**src/rtl/sorted_priority_queue_with_drop_assert.svh**
```systemverilog
// assertion macros for the sorted priority queue
`ifndef SORTED_PRIORITY_QUEUE_WITH_DROP_ASSERT_SVH
`define SORTED_PRIORITY_QUEUE_WITH_DROP_ASSERT_SVH

`ifndef SYNTHESIS
// property checked on clk, off while arst_n is low
`define SPQ_ASSERT(lbl, prop) \
	lbl: assert property (@(posedge clk) disable iff (!arst_n) (prop)) \
		else $error("spq assertion failed");
// same-cycle implication
`define SPQ_ASSERT_IMPLY(lbl, ante, cons) \
	lbl: assert property (@(posedge clk) disable iff (!arst_n) (ante) |-> (cons)) \
		else $error("spq implication failed");
// next-cycle implication
`define SPQ_ASSERT_NEXT(lbl, ante, cons) \
	lbl: assert property (@(posedge clk) disable iff (!arst_n) (ante) |=> (cons)) \
		else $error("spq next-cycle implication failed");
`else
`define SPQ_ASSERT(lbl, prop)
`define SPQ_ASSERT_IMPLY(lbl, ante, cons)
`define SPQ_ASSERT_NEXT(lbl, ante, cons)
`endif

`endif

```
**src/rtl/spq_pkg.sv**
```systemverilog
// types, codes and constants of the sorted priority queue
package spq_pkg;

	localparam int SPQ_DEPTH = 64;
	localparam int LIMIT_W   = 7;
	localparam int OCC_W     = 7;
	localparam int CNT_W     = 32;

	localparam logic [1:0] OP_ENQ  = 2'd0;
	localparam logic [1:0] OP_DEQ  = 2'd1;
	localparam logic [1:0] OP_PEEK = 2'd2;

	typedef struct packed {
		logic [1:0]  opcode;
		logic [15:0] packet_id;
		logic [7:0]  priority_req;
		logic [31:0] size_word;
		logic [7:0]  source_node;
		logic [7:0]  dest_node;
		logic [31:0] arrival_word;
	} spq_in_t;

	typedef struct packed {
		logic             accepted;
		logic             head_valid;
		logic [15:0]      out_id;
		logic [7:0]       out_priority;
		logic [31:0]      out_size;
		logic [7:0]       out_source;
		logic [7:0]       out_dest;
		logic [31:0]      out_arrival;
		logic [OCC_W-1:0] occupancy;
		logic [CNT_W-1:0] enqueued_total;
		logic [CNT_W-1:0] dequeued_total;
		logic [CNT_W-1:0] dropped_total;
	} spq_out_t;

	typedef struct packed {
		logic [7:0]  prio;
		logic [15:0] id;
		logic [31:0] size;
		logic [7:0]  src;
		logic [7:0]  dst;
		logic [31:0] arrival;
	} spq_rec_t;

	// broadcast to every cell of the row
	typedef struct packed {
		logic     enq;
		logic     deq;
		spq_rec_t new_rec;
	} spq_cell_ctl_t;

endpackage

```
**src/rtl/spq_cell.sv**
```systemverilog
// one slot of the sorted row: keeps, takes the new record, or shifts
module spq_cell import spq_pkg::*; (
	input  logic          clk,
	input  spq_cell_ctl_t ctl,
	input  logic          occ,
	input  logic          prev_after,
	input  spq_rec_t      prev_rec,
	input  spq_rec_t      next_rec,
	output spq_rec_t      rec,
	output logic          after
);

	spq_rec_t rec_q;

	assign rec = rec_q;
	// new record lands behind every held record of equal or smaller key
	assign after = occ && (rec_q.prio <= ctl.new_rec.prio);

	always_ff @(posedge clk) begin
		priority if (ctl.enq) begin
			if (!after) begin
				rec_q <= prev_after ? ctl.new_rec : prev_rec;
			end
		end else if (ctl.deq) begin
			rec_q <= next_rec;
		end else begin
			rec_q <= rec_q;
		end
	end

endmodule

```
**config.mk**
```make
export PLATFORM = sky130hd
export DESIGN_NAME = spq_cell
export DESIGN_NICKNAME = d
export VERILOG_FILES = /design/src/rtl/sorted_priority_queue_with_drop_assert.svh /design/src/rtl/spq_pkg.sv /design/src/rtl/spq_cell.sv
export SDC_FILE = /design/constraint.sdc
export NUM_CORES = 1
export LEC_CHECK = 0
export BUFFER_PORTS_ARGS = -buffer_cell sky130_fd_sc_hd__buf_2
export CORE_AREA = 3 3 161 163
export DETAILED_ROUTE_END_ITERATION = 6
export DIE_AREA = 0 0 164 166
export GPL_ROUTABILITY_DRIVEN = 0
export PLACE_DENSITY = 0.56
export REMOVE_ABC_BUFFERS = 1
export SLEW_MARGIN = 10
export SYNTH_ARGS = -nofsm -noshare
export SYNTH_HDL_FRONTEND = slang
export SYNTH_SLANG_ARGS = --single-unit
```
**constraint.sdc**
```tcl
create_clock -name clk -period 5.5 [get_ports clk]
set_input_delay 0.275 -clock clk [delete_from_list [all_inputs] [get_ports clk]]
set_output_delay 0.275 -clock clk [all_outputs]
set_load 0.01 [all_outputs]
```
## Word-level counts from Yosys, hierarchy flattened

Index checks and enable logic that the tools add are counted.

| cells by class | value |
|---|---|
| equal/unequal tests | 1 |
| mux-type cells | 4 |
| order comparisons | 1 |
| reduce and logical (&&, ||, !) cells | 3 |

Operator list:

| kind | number |
|---|---|
| $mux 104 | 4 |
| $le 8x8->1 | 1 |
| $ne 2x2->1 const B | 1 |
| $reduce_and 2->1 | 1 |
| $reduce_bool 2->1 | 1 |
| $logic_and 1x1->1 | 1 |

| storage, ports and cells | value |
|---|---|
| word-level logic and storage cells | 15 |
| register bits after elaboration | 104 |

## Longest topological paths before layout

| depth | value |
|---|---|
| word-level depth | 4 |
| depth in mapped cells | 6 |
| gate-level depth less buffers | 6 |

## Least setup slack after synthesis

OpenSTA, ideal clock, no wires.

| path | value |
|---|---|
| kind | register to register |
| from | register rec_q, in the netlist rec[97] |
| to | register rec_q, in the netlist rec[0], enable pin |
| setup slack | 1.567 ns |
| setup time | 0.471 ns |
| cell stages (with the launch flop) | 6 |
| required time | 5.029 ns |
| buffers on the path | 0 |
| arrival time | 3.462 ns |
| clock period less this slack | 3.933 ns |
| cell sequence | edfxtp_1 ha_1 nor2b_1 o211ai_1 a21oi_1 o21a_1 |

| on the way | value |
|---|---|
| longest elaborated chain between the ends | 4 |

Ends and longest elaborated chain:

| what | line | text |
|---|---|---|
| from (decl) | spq_cell.sv:13 | `spq_rec_t rec_q;` |
| from (signal assigned) | spq_cell.sv:22 | `rec_q <= prev_after ? ctl.new_rec : prev_rec;` |
| from (signal assigned) | spq_cell.sv:25 | `rec_q <= next_rec;` |
| from (signal assigned) | spq_cell.sv:27 | `rec_q <= rec_q;` |
| $le 8x8->1 | spq_cell.sv:17 | `assign after = occ && (rec_q.prio <= ctl.new_rec.prio);` |
| $logic_and 1x1->1 | spq_cell.sv:17 |  |
| $ne 2x2->1 (no source line) | - |  |
| $reduce_and 2->1 (no source line) | - |  |

No other way between the ends.
A chain may end at the register's enable or synchronous reset.

## Worst setup path after layout

| path | value |
|---|---|
| from | register rec_q, in the netlist rec[97] |
| to | register rec_q, in the netlist rec[20], enable pin |

The elaborated chain is that of the path after synthesis.

==> flow_metrics.env <==
export IMPL_setup_viol=0
export IMPL_drc=0
export IMPL_rr_worst_depth=6
export IMPL_min_path_type="input pin to flip-flop"
export IMPL_critPathLaunch="rec[97]"
export IMPL_worstReg2RegStart="rec[97]"
export IMPL_antenna_found_initial=2
export IMPL_worstSetupStartpointType="flip-flop"
export IMPL_rsz0062_at_grt="false"
export IMPL_worst_slew_pin_slew_ns=0.880
export IMPL_worstReg2RegEnd="rec[20]"
export IMPL_switching_share_pct=26.6
export IMPL_r2r_slack_ns=2.62
export IMPL_synth_xor_area_share_pct=0
export IMPL_power_w=0.00210
export IMPL_synthAdderAreaFrac_pct=1.81
export IMPL_path_depth=6
export IMPL_hold_violations=0
export IMPL_intPower_w=0.00154
export IMPL_clk_pin_slew_worst_paths_ns=0.07
export IMPL_nNetsFinal=1210
export IMPL_p_comb_share_pct=22.1
export IMPL_syn_area_per_cell_um2=11.4
export IMPL_synth_top_family_by_area="multiplexers"
export IMPL_worstPathRequired_ns=5.48
export IMPL_crit_family="compound AO/OA/AOI/OAI gates"
export IMPL_final_setup_worst_slack_ns=2.62
export IMPL_synth_compound_area_share_pct=10.5
export IMPL_yosysSeqAreaShare_pct=56.4
export IMPL_grt_pass1_vias=4934
export IMPL_viasPerCell=4.18
export IMPL_first_pass_iters=4
export IMPL_fin_crit_sh_pct=52.4
export IMPL_syn_area_um2=5540
export IMPL_holdPathStages=3
export IMPL_crit_chain="ha_1 > nor2b_1 > o211ai_1 > a21oi_1 > o21a_4 > buf_4"
export IMPL_cts_resized=0
export IMPL_p_leak_nw=3.91
export IMPL_core_um2=24500
export IMPL_postRouteAntennaNets=0
export IMPL_num_vias=5067
export IMPL_place_ws_ns=2.53
export IMPL_design_area_um2=8150
export IMPL_max_stage_delay_ns=0.66
export IMPL_status="completed"
export IMPL_h_tree_depth=3
export IMPL_start_util_pct=22.6
export IMPL_die_area_um2=27200
export IMPL_grt_max_degree=94
export IMPL_peakVddDrop_v=0.000102
export IMPL_slowest_stage="buf_4"
export IMPL_p_seq_share_pct=47.7
export IMPL_synth_seq_cells=104
export IMPL_hpwl_um=15200
export IMPL_worst_ep_arrival_time_ns=2.86
export IMPL_clock_latency_ns=0.34
export IMPL_clockBufferDepth=2
export IMPL_p_sw_w=0.000559
export IMPL_utilization_pct=33.3
export IMPL_cts_made_buffers=9
export IMPL_pin_count=422
export IMPL_crit_type="flip-flop to flip-flop"
export IMPL_critPathBufInv=1
export IMPL_cts_tree="yes"
export IMPL_grt_first_pass_wirelength_um=26100
export IMPL_wirelength_um=18500
export IMPL_fmax_ghz=0.347
export IMPL_root_buffer="clkbuf_16"
export IMPL_finalCriticalPeriod_ns=2.88
export IMPL_netlist_instances=484
export IMPL_drt_iter0_drc=201
export IMPL_track_usage_pct=12.5
export IMPL_rows=57
export IMPL_drv_slew=0
export IMPL_p_per_area_nw_per_um2=258
export IMPL_critical_path_endpoint="rec[20]"
export IMPL_yosys_area_share_simple_pct=7.66
export IMPL_setup_worst_path_end_class="flip-flop"
export IMPL_wl_per_cell_um=15.2
export IMPL_place_area_um2=7860
export IMPL_ctsHoldBuffers=0
export IMPL_cts_sinks=104
export IMPL_synth_warnings=0
export IMPL_final_layout_size_suffix_gt1_share_pct=49.4
export IMPL_relSlewSlack_pct=41.3
export IMPL_tns_ns=0
export IMPL_largest_reg_flops=104
export IMPL_maxCapViolCount=0
export IMPL_synth_cell_types=18
export IMPL_die_h_um=166
export IMPL_clockPowerShare_pct=30.2
export IMPL_numPortBuffers=421
export IMPL_post_cts_repair_setup_buffers=0
export IMPL_crit_path_max_fanout=53
export IMPL_die_w_um=164
export IMPL_grt_ovfl_total=0
export IMPL_skew_ns=0.00770
export IMPL_syn_to_final_growth_pct=47.1
export IMPL_synth_mux_area_share_pct=18.8
==> per-stage QoR <==
step	cells	hold slack (ns)
2_1_floorplan	449	0.482
3_3_place_gp	1198	0.593
3_5_place_dp	1198	0.600
4_1_cts	1212	0.225
5_1_grt	1213	0.229
6_report	1213	0.247
==> synthesized netlist by cell type <==
| cell | number | share of area, % |
|---|---|---|
| inv_1 | 8 | 0.54 |
| mux2i_1 | 104 | 19 |
| clkbuf_1 | 17 | 1.2 |
| nand2_1 | 2 | 0.14 |
| buf_8 | 7 | 1.9 |
| ha_1 | 8 | 1.8 |
| o21ai_0 | 1 | 0.090 |
| o21a_1 | 1 | 0.14 |
| nor2b_1 | 1 | 0.11 |
| nor2_1 | 106 | 7.2 |
| a31oi_1 | 1 | 0.11 |
| buf_4 | 6 | 0.81 |
| o2111ai_1 | 1 | 0.16 |
| o211ai_1 | 2 | 0.27 |
| buf_2 | 5 | 0.45 |
| a21oi_1 | 108 | 9.8 |
| edfxtp_1 | 104 | 56 |
| nand4_1 | 2 | 0.23 |
==> worst register-to-register path, stage by stage (launching register included) <==
cell and delay (ns):
edfxtp_1 0.39, ha_1 0.31, nor2b_1 0.15, o211ai_1 0.10, a21oi_1 0.20, o21a_4 0.62, buf_4 0.71
==> how the worst min path moves through the flow <==
stage                       startpoint  endpoint  slack [ns]
after global placement    next_rec[46]   rec[46]        0.59
after global routing      next_rec[26]   rec[26]        0.23
final                     next_rec[65]   rec[65]        0.25
after floorplan               ctl[105]    rec[0]        0.48
after detailed placement  next_rec[26]   rec[26]        0.60
after CTS                 next_rec[77]   rec[77]        0.22
==> placed cells by master (no fill, tap or decap) <==
cell        Yosys  layout
o21ai_0         1       1
clkinvlp_4      0       1
clkbuf_16       0       9
clkinv_4        0       1
a31oi_1         1       1
o211ai_1        2       2
ha_1            8       8
inv_1           8       8
buf_2           5     419
clkinv_1        0       1
nand4_1         2       2
o2111ai_1       1       1
o21a_4          0       1
diode_2         0       1
buf_6           0       2
inv_6           0       1
mux2i_1       104     104
nor2_1        106     106
bufinv_16       0       1
nand2_1         2       2
buf_4           6       4
a21oi_1       108     108
edfxtp_1      104     104
nor2b_1         1       1
==> kinds of logic (layout without fill, tap and decap cells) <==
group | after synthesis | in the layout
AOI/OAI and AO/OA | 114 | 114
adders and majority gates | 8 | 8
buffers and inverters | 43 | 447
DFF | 104 | 104
muxes | 104 | 104
other | 0 | 1
and+or+nand+nor | 111 | 111
==> area by class of cell <==
type	instances	area (um^2)
clock inverter	5	58.8
timing repair buffer	425	2150
antenna	1	2.50
inverter	8	30.0
tap	324	405
sequential	104	3120
clock buffer	9	225
fill	2564	16300
multi-input combinational	337	2160
==> power groups by stage <==
stage	registers [W]	clock network (W)	logic (W)
final	0.00100	0.000634	0.000463
after global routing	0.00101	0.000697	0.000511
after CTS	0.00100	0.000669	0.000476
after detailed placement	0.00102	0	0.000476
after global placement	0.00102	0	0.000472
after floorplan	0.00108	0	0.000133
==> per-layer routing <==
metal,part of all wire (%),track usage (%)
met1,37,13.3
met2,52,23.8
met3,9.4,4.02
met4,1.0,2.76
met5,0.070,0
No activity file was read; power rests on OpenSTA's default activity.
